**src/hw/rtl/elrb_pkg.sv**
```systemverilog
// Shared types and constants of the error log ring buffer.
package elrb_pkg;

  localparam int LOG_DEPTH   = 16;
  localparam int ADDR_W      = (LOG_DEPTH > 1) ? $clog2(LOG_DEPTH) : 1;
  localparam int CNT_W       = $clog2(LOG_DEPTH + 1);
  localparam int QUEUE_DEPTH = 2;
  localparam int QPTR_W      = (QUEUE_DEPTH > 1) ? $clog2(QUEUE_DEPTH) : 1;
  localparam int QCNT_W      = $clog2(QUEUE_DEPTH + 1);

  typedef enum logic [1:0] {
    OP_POST = 2'd0,
    OP_READ = 2'd1,
    OP_DUMP = 2'd2,
    OP_FIND = 2'd3
  } op_t;

  typedef struct packed {
    op_t         op;
    logic [7:0]  code;
    logic [7:0]  comp;
    logic [7:0]  err_st;
    logic [47:0] tstamp;
    logic [31:0] key;
  } cmd_t;

  typedef struct packed {
    logic [31:0] id;
    logic [7:0]  code;
    logic [7:0]  comp;
    logic [7:0]  err_st;
    logic [47:0] tstamp;
  } rec_t;

  typedef struct packed {
    logic full;
    logic empty;
  } q_stat_t;

endpackage

```
**src/hw/rtl/elrb_front.sv**
```systemverilog
// Command front end: takes a command off the ports, decodes it, hands it to the queue.
module elrb_front (
  input  logic              clk,
  input  logic              rst_n,
  input  logic              start,
  output logic              busy,
  input  logic [1:0]        in_operation,
  input  logic [7:0]        in_err_code,
  input  logic [7:0]        in_err_component,
  input  logic [7:0]        in_err_state,
  input  logic [47:0]       in_time_us,
  input  logic [31:0]       in_lookup_id,
  input  elrb_pkg::q_stat_t q_stat,
  output logic              q_push,
  output elrb_pkg::cmd_t    q_cmd
);
  import elrb_pkg::*;

  logic vld_r, vld_nxt;
  cmd_t cmd_r, cmd_nxt;
  logic accept;
  op_t  op_dec;

  always_comb begin
    unique case (in_operation)
      2'd0:    op_dec = OP_POST;
      2'd1:    op_dec = OP_READ;
      2'd2:    op_dec = OP_DUMP;
      default: op_dec = OP_FIND;
    endcase
  end

  assign busy   = vld_r && q_stat.full;
  assign accept = start && !busy;
  assign q_push = vld_r && !q_stat.full;
  assign q_cmd  = cmd_r;

  always_comb begin
    vld_nxt = vld_r;
    cmd_nxt = cmd_r;
    if (accept) begin
      vld_nxt        = 1'b1;
      cmd_nxt.op     = op_dec;
      // only a post carries record fields, only a find carries a key
      cmd_nxt.code   = (op_dec == OP_POST) ? in_err_code      : '0;
      cmd_nxt.comp   = (op_dec == OP_POST) ? in_err_component : '0;
      cmd_nxt.err_st = (op_dec == OP_POST) ? in_err_state     : '0;
      cmd_nxt.tstamp = (op_dec == OP_POST) ? in_time_us       : '0;
      cmd_nxt.key    = (op_dec == OP_FIND) ? in_lookup_id     : '0;
    end else if (q_push) begin
      vld_nxt = 1'b0;
    end
  end

  always_ff @(posedge clk) begin
    if (!rst_n) begin
      vld_r <= 1'b0;
    end else begin
      vld_r <= vld_nxt;
    end
  end

  always_ff @(posedge clk) begin
    cmd_r <= cmd_nxt;
  end

endmodule

```
**src/hw/rtl/elrb_queue.sv**
```systemverilog
// Short command queue between the front end and the executing back end.
module elrb_queue (
  input  logic              clk,
  input  logic              rst_n,
  input  logic              push,
  input  elrb_pkg::cmd_t    push_cmd,
  input  logic              pop,
  output elrb_pkg::cmd_t    pop_cmd,
  output elrb_pkg::q_stat_t stat
);
  import elrb_pkg::*;

  localparam logic [QPTR_W-1:0] LAST_PTR = QPTR_W'(QUEUE_DEPTH - 1);
  localparam logic [QCNT_W-1:0] FULL_CNT = QCNT_W'(QUEUE_DEPTH);

  cmd_t              slots [QUEUE_DEPTH];
  logic [QPTR_W-1:0] wp_r, wp_nxt;
  logic [QPTR_W-1:0] rp_r, rp_nxt;
  logic [QCNT_W-1:0] cnt_r, cnt_nxt;
  logic              do_push, do_pop;

  assign stat.full  = (cnt_r == FULL_CNT);
  assign stat.empty = (cnt_r == '0);
  assign do_push    = push && !stat.full;
  assign do_pop     = pop && !stat.empty;
  assign pop_cmd    = slots[rp_r];

  always_comb begin
    wp_nxt  = wp_r;
    rp_nxt  = rp_r;
    cnt_nxt = cnt_r;
    if (do_push) begin
      wp_nxt = (wp_r == LAST_PTR) ? '0 : wp_r + 1'b1;
    end
    if (do_pop) begin
      rp_nxt = (rp_r == LAST_PTR) ? '0 : rp_r + 1'b1;
    end
    if (do_push && !do_pop) begin
      cnt_nxt = cnt_r + 1'b1;
    end else if (do_pop && !do_push) begin
      cnt_nxt = cnt_r - 1'b1;
    end
  end

  always_ff @(posedge clk) begin
    if (!rst_n) begin
      wp_r  <= '0;
      rp_r  <= '0;
      cnt_r <= '0;
    end else begin
      wp_r  <= wp_nxt;
      rp_r  <= rp_nxt;
      cnt_r <= cnt_nxt;
    end
  end

  always_ff @(posedge clk) begin
    if (do_push) begin
      slots[wp_r] <= push_cmd;
    end
  end

endmodule

```
**src/hw/rtl/elrb_back.sv**
```systemverilog
// Back end: owns the record ring and runs post, read, dump and find commands.
module elrb_back (
  input  logic              clk,
  input  logic              rst_n,
  input  elrb_pkg::q_stat_t q_stat,
  input  elrb_pkg::cmd_t    q_cmd,
  output logic              q_pop,
  output logic              out_strobe,
  output logic              out_found,
  output logic [31:0]       out_rec_id,
  output logic [7:0]        out_rec_code,
  output logic [7:0]        out_rec_component,
  output logic [7:0]        out_rec_state,
  output logic [47:0]       out_rec_time,
  output logic [4:0]        out_stored_count,
  output logic              out_last
);
  import elrb_pkg::*;

  typedef enum logic [1:0] {
    BK_IDLE = 2'b01,
    BK_RUN  = 2'b10
  } bk_state_t;

  localparam logic [CNT_W-1:0]  DEPTH_C   = CNT_W'(LOG_DEPTH);
  localparam logic [ADDR_W-1:0] LAST_SLOT = ADDR_W'(LOG_DEPTH - 1);

  rec_t              mem [LOG_DEPTH];

  bk_state_t         state_r, state_nxt;
  logic [ADDR_W-1:0] ws_r, ws_nxt;
  logic [CNT_W-1:0]  fill_r, fill_nxt;
  logic [31:0]       next_id_r, next_id_nxt;
  op_t               op_r, op_nxt;
  logic [31:0]       key_r, key_nxt;
  logic [ADDR_W-1:0] addr_r, addr_nxt;
  logic [CNT_W-1:0]  cnt_r, cnt_nxt;
  logic [CNT_W-1:0]  total_r, total_nxt;
  logic              rd_vld_r, rd_vld_nxt;
  logic              rd_last_r, rd_last_nxt;
  rec_t              rd_rec_r;

  logic              o_strobe_r, o_strobe_nxt;
  logic              o_found_r, o_found_nxt;
  rec_t              o_rec_r, o_rec_nxt;
  logic [CNT_W-1:0]  o_cnt_r, o_cnt_nxt;
  logic              o_last_r, o_last_nxt;

  logic              mem_we;
  logic              issue;
  logic              done;
  rec_t              wr_rec;
  logic [ADDR_W-1:0] newest;
  logic [ADDR_W-1:0] ws_inc;
  logic [ADDR_W-1:0] addr_dec;

  assign newest   = (ws_r == '0) ? LAST_SLOT : ws_r - 1'b1;
  assign ws_inc   = (ws_r == LAST_SLOT) ? '0 : ws_r + 1'b1;
  assign addr_dec = (addr_r == '0) ? LAST_SLOT : addr_r - 1'b1;

  assign wr_rec.id     = next_id_r;
  assign wr_rec.code   = q_cmd.code;
  assign wr_rec.comp   = q_cmd.comp;
  assign wr_rec.err_st = q_cmd.err_st;
  assign wr_rec.tstamp = q_cmd.tstamp;

  always_comb begin
    state_nxt    = state_r;
    ws_nxt       = ws_r;
    fill_nxt     = fill_r;
    next_id_nxt  = next_id_r;
    op_nxt       = op_r;
    key_nxt      = key_r;
    addr_nxt     = addr_r;
    cnt_nxt      = cnt_r;
    total_nxt    = total_r;
    rd_vld_nxt   = 1'b0;
    rd_last_nxt  = 1'b0;
    q_pop        = 1'b0;
    mem_we       = 1'b0;
    issue        = 1'b0;
    done         = 1'b0;
    o_strobe_nxt = 1'b0;
    o_found_nxt  = 1'b0;
    o_rec_nxt    = '0;
    o_cnt_nxt    = fill_r;
    o_last_nxt   = 1'b0;

    unique case (state_r)
      BK_IDLE: begin
        if (!q_stat.empty) begin
          q_pop = 1'b1;
          if (q_cmd.op == OP_POST) begin
            mem_we      = 1'b1;
            next_id_nxt = next_id_r + 1'b1;
            ws_nxt      = ws_inc;
            if (fill_r != DEPTH_C) begin
              fill_nxt = fill_r + 1'b1;
            end
            o_strobe_nxt = 1'b1;
            o_found_nxt  = 1'b1;
            o_rec_nxt    = wr_rec;
            o_cnt_nxt    = fill_nxt;
            o_last_nxt   = 1'b1;
          end else if (fill_r == '0) begin
            o_strobe_nxt = 1'b1;
            o_last_nxt   = 1'b1;
          end else begin
            state_nxt = BK_RUN;
            op_nxt    = q_cmd.op;
            key_nxt   = q_cmd.key;
            cnt_nxt   = '0;
            addr_nxt  = (q_cmd.op == OP_FIND) ? '0 : newest;
            total_nxt = (q_cmd.op == OP_READ) ? CNT_W'(1) : fill_r;
          end
        end
      end
      BK_RUN: begin
        // reads are issued one per cycle; data comes back in the cycle after
        issue = (cnt_r != total_r);
        if (issue) begin
          cnt_nxt     = cnt_r + 1'b1;
          rd_vld_nxt  = 1'b1;
          rd_last_nxt = ((cnt_r + 1'b1) == total_r);
          addr_nxt    = (op_r == OP_FIND) ? addr_r + 1'b1 : addr_dec;
        end
        if (rd_vld_r) begin
          if (op_r == OP_FIND) begin
            if (rd_rec_r.id == key_r) begin
              o_strobe_nxt = 1'b1;
              o_found_nxt  = 1'b1;
              o_rec_nxt    = rd_rec_r;
              o_last_nxt   = 1'b1;
              done         = 1'b1;
            end else if (rd_last_r) begin
              o_strobe_nxt = 1'b1;
              o_last_nxt   = 1'b1;
              done         = 1'b1;
            end
          end else begin
            o_strobe_nxt = 1'b1;
            o_found_nxt  = 1'b1;
            o_rec_nxt    = rd_rec_r;
            o_last_nxt   = rd_last_r;
            done         = rd_last_r;
          end
        end
        if (done) begin
          // drop any read still in flight after an early hit
          state_nxt  = BK_IDLE;
          rd_vld_nxt = 1'b0;
        end
      end
      default: begin
        state_nxt = BK_IDLE;
      end
    endcase
  end

  always_ff @(posedge clk) begin
    if (!rst_n) begin
      state_r    <= BK_IDLE;
      ws_r       <= '0;
      fill_r     <= '0;
      next_id_r  <= '0;
      rd_vld_r   <= 1'b0;
      o_strobe_r <= 1'b0;
    end else begin
      state_r    <= state_nxt;
      ws_r       <= ws_nxt;
      fill_r     <= fill_nxt;
      next_id_r  <= next_id_nxt;
      rd_vld_r   <= rd_vld_nxt;
      o_strobe_r <= o_strobe_nxt;
    end
  end

  always_ff @(posedge clk) begin
    op_r      <= op_nxt;
    key_r     <= key_nxt;
    addr_r    <= addr_nxt;
    cnt_r     <= cnt_nxt;
    total_r   <= total_nxt;
    rd_last_r <= rd_last_nxt;
    o_found_r <= o_found_nxt;
    o_rec_r   <= o_rec_nxt;
    o_cnt_r   <= o_cnt_nxt;
    o_last_r  <= o_last_nxt;
  end

  always_ff @(posedge clk) begin
    if (mem_we) begin
      mem[ws_r] <= wr_rec;
    end
    if (issue) begin
      rd_rec_r <= mem[addr_r];
    end
  end

  assign out_strobe        = o_strobe_r;
  assign out_found         = o_found_r;
  assign out_rec_id        = o_rec_r.id;
  assign out_rec_code      = o_rec_r.code;
  assign out_rec_component = o_rec_r.comp;
  assign out_rec_state     = o_rec_r.err_st;
  assign out_rec_time      = o_rec_r.tstamp;
  assign out_stored_count  = 5'(o_cnt_r);
  assign out_last          = o_last_r;

endmodule

```
**src/hw/rtl/error_log_ring_buffer.sv**
```systemverilog
// Top level of the error log ring buffer: front end, command queue and back end.
// Commands enter on the in_ ports: a transaction is taken at a clock edge where
// start is high and busy is low. in_operation selects post, read newest, dump
// (newest to oldest) or find by id. A post stores a record, assigns the next id
// and returns it; the ring keeps the newest LOG_DEPTH records.
// Results leave on the out_ ports, each valid for exactly one cycle while
// out_strobe is high; out_last marks the final result of a command. The
// receiver cannot stall, so results are never held back.
// On the way to the out_ ports, a post or any command on an empty log passes the
// front stage, the queue to the back end and the output register. Read, dump and
// find also pass entering the scan and the registered ring read. A dump streams
// one record per cycle; a find reads one slot per cycle from slot 0 up, through
// the single read port of the ring. Commands can be taken while the back end
// works until the two-entry queue and the front stage are full, which raises
// busy.
// Reset clears the ring pointer, fill count and id counter; the ring contents
// need no clearing since only written slots are ever read.
module error_log_ring_buffer (
  input  logic        clk,
  input  logic        rst_n,
  input  logic        start,
  output logic        busy,
  input  logic [1:0]  in_operation,
  input  logic [7:0]  in_err_code,
  input  logic [7:0]  in_err_component,
  input  logic [7:0]  in_err_state,
  input  logic [47:0] in_time_us,
  input  logic [31:0] in_lookup_id,
  output logic        out_strobe,
  output logic        out_found,
  output logic [31:0] out_rec_id,
  output logic [7:0]  out_rec_code,
  output logic [7:0]  out_rec_component,
  output logic [7:0]  out_rec_state,
  output logic [47:0] out_rec_time,
  output logic [4:0]  out_stored_count,
  output logic        out_last
);
  import elrb_pkg::*;

  q_stat_t q_stat;
  logic    q_push;
  logic    q_pop;
  cmd_t    push_cmd;
  cmd_t    pop_cmd;

  elrb_front u_front (
    .clk              (clk),
    .rst_n            (rst_n),
    .start            (start),
    .busy             (busy),
    .in_operation     (in_operation),
    .in_err_code      (in_err_code),
    .in_err_component (in_err_component),
    .in_err_state     (in_err_state),
    .in_time_us       (in_time_us),
    .in_lookup_id     (in_lookup_id),
    .q_stat           (q_stat),
    .q_push           (q_push),
    .q_cmd            (push_cmd)
  );

  elrb_queue u_queue (
    .clk      (clk),
    .rst_n    (rst_n),
    .push     (q_push),
    .push_cmd (push_cmd),
    .pop      (q_pop),
    .pop_cmd  (pop_cmd),
    .stat     (q_stat)
  );

  elrb_back u_back (
    .clk               (clk),
    .rst_n             (rst_n),
    .q_stat            (q_stat),
    .q_cmd             (pop_cmd),
    .q_pop             (q_pop),
    .out_strobe        (out_strobe),
    .out_found         (out_found),
    .out_rec_id        (out_rec_id),
    .out_rec_code      (out_rec_code),
    .out_rec_component (out_rec_component),
    .out_rec_state     (out_rec_state),
    .out_rec_time      (out_rec_time),
    .out_stored_count  (out_stored_count),
    .out_last          (out_last)
  );

`ifndef ASSERT_OFF
  a_push_not_full: assert property (@(posedge clk) disable iff (!rst_n)
    q_push |-> !q_stat.full)
    else $error("queue push while full");

  a_pop_not_empty: assert property (@(posedge clk) disable iff (!rst_n)
    q_pop |-> !q_stat.empty)
    else $error("queue pop while empty");

  a_miss_is_last: assert property (@(posedge clk) disable iff (!rst_n)
    (out_strobe && !out_found) |-> (out_last && out_rec_id == 32'd0 &&
                                    out_rec_time == 48'd0))
    else $error("miss result not final or carries record data");

  a_count_range: assert property (@(posedge clk) disable iff (!rst_n)
    out_strobe |-> (out_stored_count <= 5'(LOG_DEPTH)))
    else $error("stored count out of range");
`endif

endmodule

```
**config.mk**
```make
export PLATFORM = sky130hd
export DESIGN_NAME = error_log_ring_buffer
export DESIGN_NICKNAME = d
export VERILOG_FILES = /design/src/hw/rtl/elrb_pkg.sv /design/src/hw/rtl/elrb_front.sv /design/src/hw/rtl/elrb_queue.sv /design/src/hw/rtl/elrb_back.sv /design/src/hw/rtl/error_log_ring_buffer.sv
export SDC_FILE = /design/constraint.sdc
export NUM_CORES = 2
export LEC_CHECK = 0
export ABC_AREA = 1
export BUFFER_PORTS_ARGS = -buffer_cell sky130_fd_sc_hd__buf_2
export CAP_MARGIN = 20
export CORE_MARGIN = 2
export CORE_UTILIZATION = 62
export DETAILED_ROUTE_END_ITERATION = 10
export GPL_TIMING_DRIVEN = 0
export PLACE_DENSITY_LB_ADDON = 0.3
export SLEW_MARGIN = 20
export SYNTH_ARGS = -nofsm -noshare
export SYNTH_HDL_FRONTEND = slang
export SYNTH_SLANG_ARGS = --single-unit
export TNS_END_PERCENT = 1
```
**constraint.sdc**
```tcl
create_clock -name clk -period 9 [get_ports clk]
set_input_delay 0.9 -clock clk [delete_from_list [all_inputs] [get_ports clk]]
set_output_delay 0.9 -clock clk [all_outputs]
set_load 0.05 [all_outputs]
```
==> impl_metrics.py <==
metrics = {
    "outcome": {
        "status": "finished clean",
    },
    "floorplanning": {
        "die_w_microns": 379,
        "placementRows": 137,
        "core-area_sq_mm": 0.140,
        "ioPinCount": 222,
        "die_area_sq_mm": 0.144,
        "die_h_microns": 379,
        "initial_core_util": 0.625,
    },
    "logic_synthesis": {
        "yosysMostFrequentCell": "sky130_fd_sc_hd__edfxtp_1",
        "adder_cell_share_of_the_synthesized_area": 0.00201,
        "dominant_combinational_cell_family_by_area_after_synthesis": "compound AO/OA/AOI/OAI gates",
        "ys.flop_type": "sky130_fd_sc_hd__edfxtp_1",
        "synth_commonest_cells": "2134 x sky130_fd_sc_hd__edfxtp_1, 1022 x sky130_fd_sc_hd__nor2_1, 864 x sky130_fd_sc_hd__o21ai_0",
        "post_synth.cell_area_avg_sq_um": 13.7,
        "yosys.area.top_type_share": 0.734,
        "synthCells": 6364,
        "post_synth_num_cell_types": 42,
        "synth.largest_area_cell": "sky130_fd_sc_hd__edfxtp_1",
        "area_share_of_and_or_nand_nor_cells_after_synthesis": 0.0838,
        "synth_compound_area_frac": 0.0979,
        "ys_ff_latch": 2297,
        "synthArstFlopShare": 0,
        "number_of_enable_flip_flop_cells_after_synthesis": 2134,
        "sequential_cell_area_fraction_in_the_yosys_report": 0.771,
        "synth_xor_area_frac": 0.00482,
        "post_synth_mux_area_share": 0.0134,
        "synth_fp_nets": 6487,
        "post_synth_instance_area_sq_mm": 0.0873,
        "ys_top_cells_by_area": "sky130_fd_sc_hd__edfxtp_1 73%, sky130_fd_sc_hd__o21ai_0 5.0%, sky130_fd_sc_hd__nor2_1 4.4%, sky130_fd_sc_hd__dfxtp_1 3.7%, sky130_fd_sc_hd__nand2_1 1.9%",
        "synth_warnings": 0,
    },
    "setup_path": {
        "critical_path_cell_count": 14,
        "critical_path.most_common_cell": "sky130_fd_sc_hd__buf_16",
        "reg2reg_depth": 14,
        "critPathTopFamily": "buffers and inverters",
        "critPathBufInv": 8,
        "setup.worst_path.start_class": "register",
        "critPathKind": "reg2reg",
        "timing.critical_path.arrival_ps": 4890,
        "cp-end-kind": "register",
        "cpMaxStageDelayCell": "sky130_fd_sc_hd__buf_2",
        "worst_path_largest_cell_delay_ps": 820,
        "path_cells": "buf_6 -> nor2_1 -> nor2_1 -> nand2_2 -> nor2_8 -> buf_2 -> buf_2 -> nand2_1 -> nor2_4 -> buf_16 -> buf_16 -> buf_16 -> buf_16 -> buf_16",
        "cp.required_ps": 9560,
        "critical_path.max_fanout": 16,
    },
    "clocking": {
        "clockRootBuffer": "sky130_fd_sc_hd__clkbuf_16",
        "clkSinkCount": 2297,
        "cts_hold_buf": 0,
        "htree_levels": 4,
        "clkLatencyLatePin_ps": 870,
        "post_cts_buffers": 0,
        "worst_path_clk_slew_ps": 60,
        "clock_tree.buffer_depth": 3,
        "cts_made_buffers": 212,
        "cts_repair_resize_count": 0,
        "tritoncts": "built",
    },
    "cells_and_area": {
        "area_delta_synth_final_pct": 15.2,
        "final_layout_size_suffix_gt1_frac": 0.121,
        "final_core_util": 0.720,
        "layout.filler_cells": 8544,
        "design.final.nets": 7031,
    },
    "sta": {
        "worstMarginPinSlew_ps": 1260,
        "setup_viol": 0,
        "finClkSkew_ps": 50.5,
        "slew_viol_final": 0,
        "finalHoldViolCount": 0,
        "grt_setup_unrepaired": "no",
        "final_period_minus_worst_setup_slack_ps": 4320,
        "worst_slew_margin_rel": 0.157,
        "final_min_period_over_clock_period": 0.480,
        "worst_slack_ps": 4680,
        "fmax_mhz": 231,
    },
    "placement": {
        "place_worst_setup_slack_ps": 4760,
        "detailed_place_hpwl_microns": 158000,
        "gp_routability_congestion": 0.908,
        "place.port_buffers": 221,
    },
    "min_path": {
        "min_path_cells": 2,
        "worstHoldPathType": "in2reg",
    },
    "route": {
        "wire_per_inst_microns": 27.1,
        "post_drt_via_cell_ratio": 6.45,
        "routed-via-count": 57900,
        "finalWirelength_microns": 244000,
        "drt-initial-drc-count": 10100,
        "drc_errors": 0,
        "drt_pass1_iterations": 7,
        "antenna_nets_post_route": 0,
    },
    "global_routing": {
        "grt_max_degree": 58,
        "gr-total-overflow": 0,
        "grt_first_pass_wirelength_microns": 354000,
        "first_global_vias": 56100,
        "global_route.usage.total": 0.339,
        "antenna_found_initial": 14,
    },
    "flow_run": {
        "cap_violations": 0,
    },
    "power_and_ir_drop": {
        "leakage_nw": 33.4,
        "power_per_cell_area_mw_per_mm2": 307,
        "vdd_ir_drop_max_mv": 0.222,
    },
}
[cells by family after synthesis]
group | after synthesis
buffers and inverters | 605
and+or+nand+nor | 1802
muxes | 104
AOI/OAI and AO/OA | 1494
xor gates and xnor gates | 48
DFF | 2297
adders and majority gates | 14
[layer usage]
| metal | vias to the layer above | global-route usage | wire (microns) |
|---|---|---|---|
| met3 | 810 | 0.0852 | 32900 |
| met5 | - | 0 | 69 |
| met2 | 4488 | 0.526 | 112000 |
| li1 | 24700 | - | - |
| met4 | 10 | 0.170 | 13200 |
| met1 | 27900 | 0.448 | 85200 |
[power by group]
| group | switching [W] | internal [W] | total, W | leakage [nW] |
|---|---|---|---|---|
| combinational | 0.00664 | 0.00214 | 0.00878 | 9.09 |
| sequential | 0.000189 | 0.0127 | 0.0129 | 20.8 |
| clock | 0.00396 | 0.00518 | 0.00914 | 3.49 |
| total | 0.0108 | 0.0201 | 0.0308 | 33.4 |
[sequential cells by signal, indices dropped and copies added (netlist names), 8 cells and up, named ones only]
| register | count |
|---|---|
| u_back.next_id_r | 32 |
| u_back.key_r | 32 |
| u_front.q_cmd | 106 |
| u_back.out_rec_id | 32 |
| u_back.out_rec_component | 8 |
| u_back.rd_rec_r | 104 |
| u_back.out_rec_code | 8 |
| u_back.out_rec_time | 48 |
| u_queue.slots | 212 |
| u_back.mem | 1664 |
| u_back.out_rec_state | 8 |
[path summary, 6_finish.rpt]
kind | to | slack (ps) | from
setup / recovery | u_back.mem[8][59]$_DFFE_PP_ | 4680 | register
hold / removal | u_front.q_cmd[105]$_DFFE_PP_ | 310 | in_operation[1]
setup reg to reg | u_back.mem[8][59]$_DFFE_PP_ | 4680 | register
hold reg to reg | u_queue.slots[0][104]$_DFFE_PP_ | 420 | u_front.q_cmd[104]$_DFFE_PP_
[through the flow]
| stage | total power, W | area, sq um | hold slack [ps] | TNS, ps | instances |
|---|---|---|---|---|---|
| 3_5_place_dp | 0.0215 | 93400 | 429 | 0 | 8570 |
| 2_1_floorplan | 0.0179 | 87300 | 421 | 0 | 6364 |
| 5_1_grt | 0.0317 | 101000 | 327 | 0 | 8975 |
| 3_3_place_gp | 0.0211 | 90800 | 422 | -2734920 | 8461 |
| 6_report | 0.0308 | 101000 | 311 | 0 | 8982 |
| 4_1_cts | 0.0306 | 101000 | 265 | 0 | 8970 |
[cells in the final DEF, fill, tap and decap left out, drive strengths merged, types with 4 or more instances in the layout]
| master | Yosys | routed |
|---|---|---|
| nand3 | 279 | 279 |
| nand4 | 9 | 9 |
| o221ai | 157 | 157 |
| nor4 | 7 | 7 |
| o22ai | 260 | 260 |
| ha | 14 | 14 |
| dfxtp | 163 | 163 |
| xor2 | 14 | 14 |
| buf | 59 | 389 |
| nand2 | 448 | 448 |
| a21oi | 147 | 147 |
| o211ai | 52 | 52 |
| nor3 | 26 | 26 |
| bufinv | 0 | 23 |
| clkinvlp | 0 | 5 |
| a211oi | 4 | 4 |
| xnor2 | 34 | 34 |
| inv | 191 | 196 |
| o21ai | 868 | 868 |
| diode | 0 | 12 |
| clkbuf | 354 | 626 |
| clkinv | 1 | 96 |
| nor2 | 1027 | 1027 |
| edfxtp | 2134 | 2134 |
| mux2 | 104 | 104 |
[final cells by class]
class                      count  area [sq um]  share of cell area
antenna                       12          30.0            0.000299
buffer                       413          1630              0.0162
clock buffer                 272          5740              0.0571
clock inverter               128          1360              0.0136
inverter                     192           728             0.00724
multi-input combinational   3462         17800               0.177
sequential                  2297         67300               0.670
tap                         1876          2350              0.0233
timing repair buffer         330          3580              0.0356
[worst reg2reg max path, cell delays in order (launching register included)]
cell and delay [ps]:
sky130_fd_sc_hd__dfxtp_1 340, sky130_fd_sc_hd__buf_6 220, sky130_fd_sc_hd__nor2_1 80, sky130_fd_sc_hd__nor2_1 170
sky130_fd_sc_hd__nand2_2 120, sky130_fd_sc_hd__nor2_8 220, sky130_fd_sc_hd__buf_2 830, sky130_fd_sc_hd__buf_2 420
sky130_fd_sc_hd__nand2_1 280, sky130_fd_sc_hd__nor2_4 410, sky130_fd_sc_hd__buf_16 220, sky130_fd_sc_hd__buf_16 170
sky130_fd_sc_hd__buf_16 190, sky130_fd_sc_hd__buf_16 190, sky130_fd_sc_hd__buf_16 180
(Power assumes the default switching activity.)
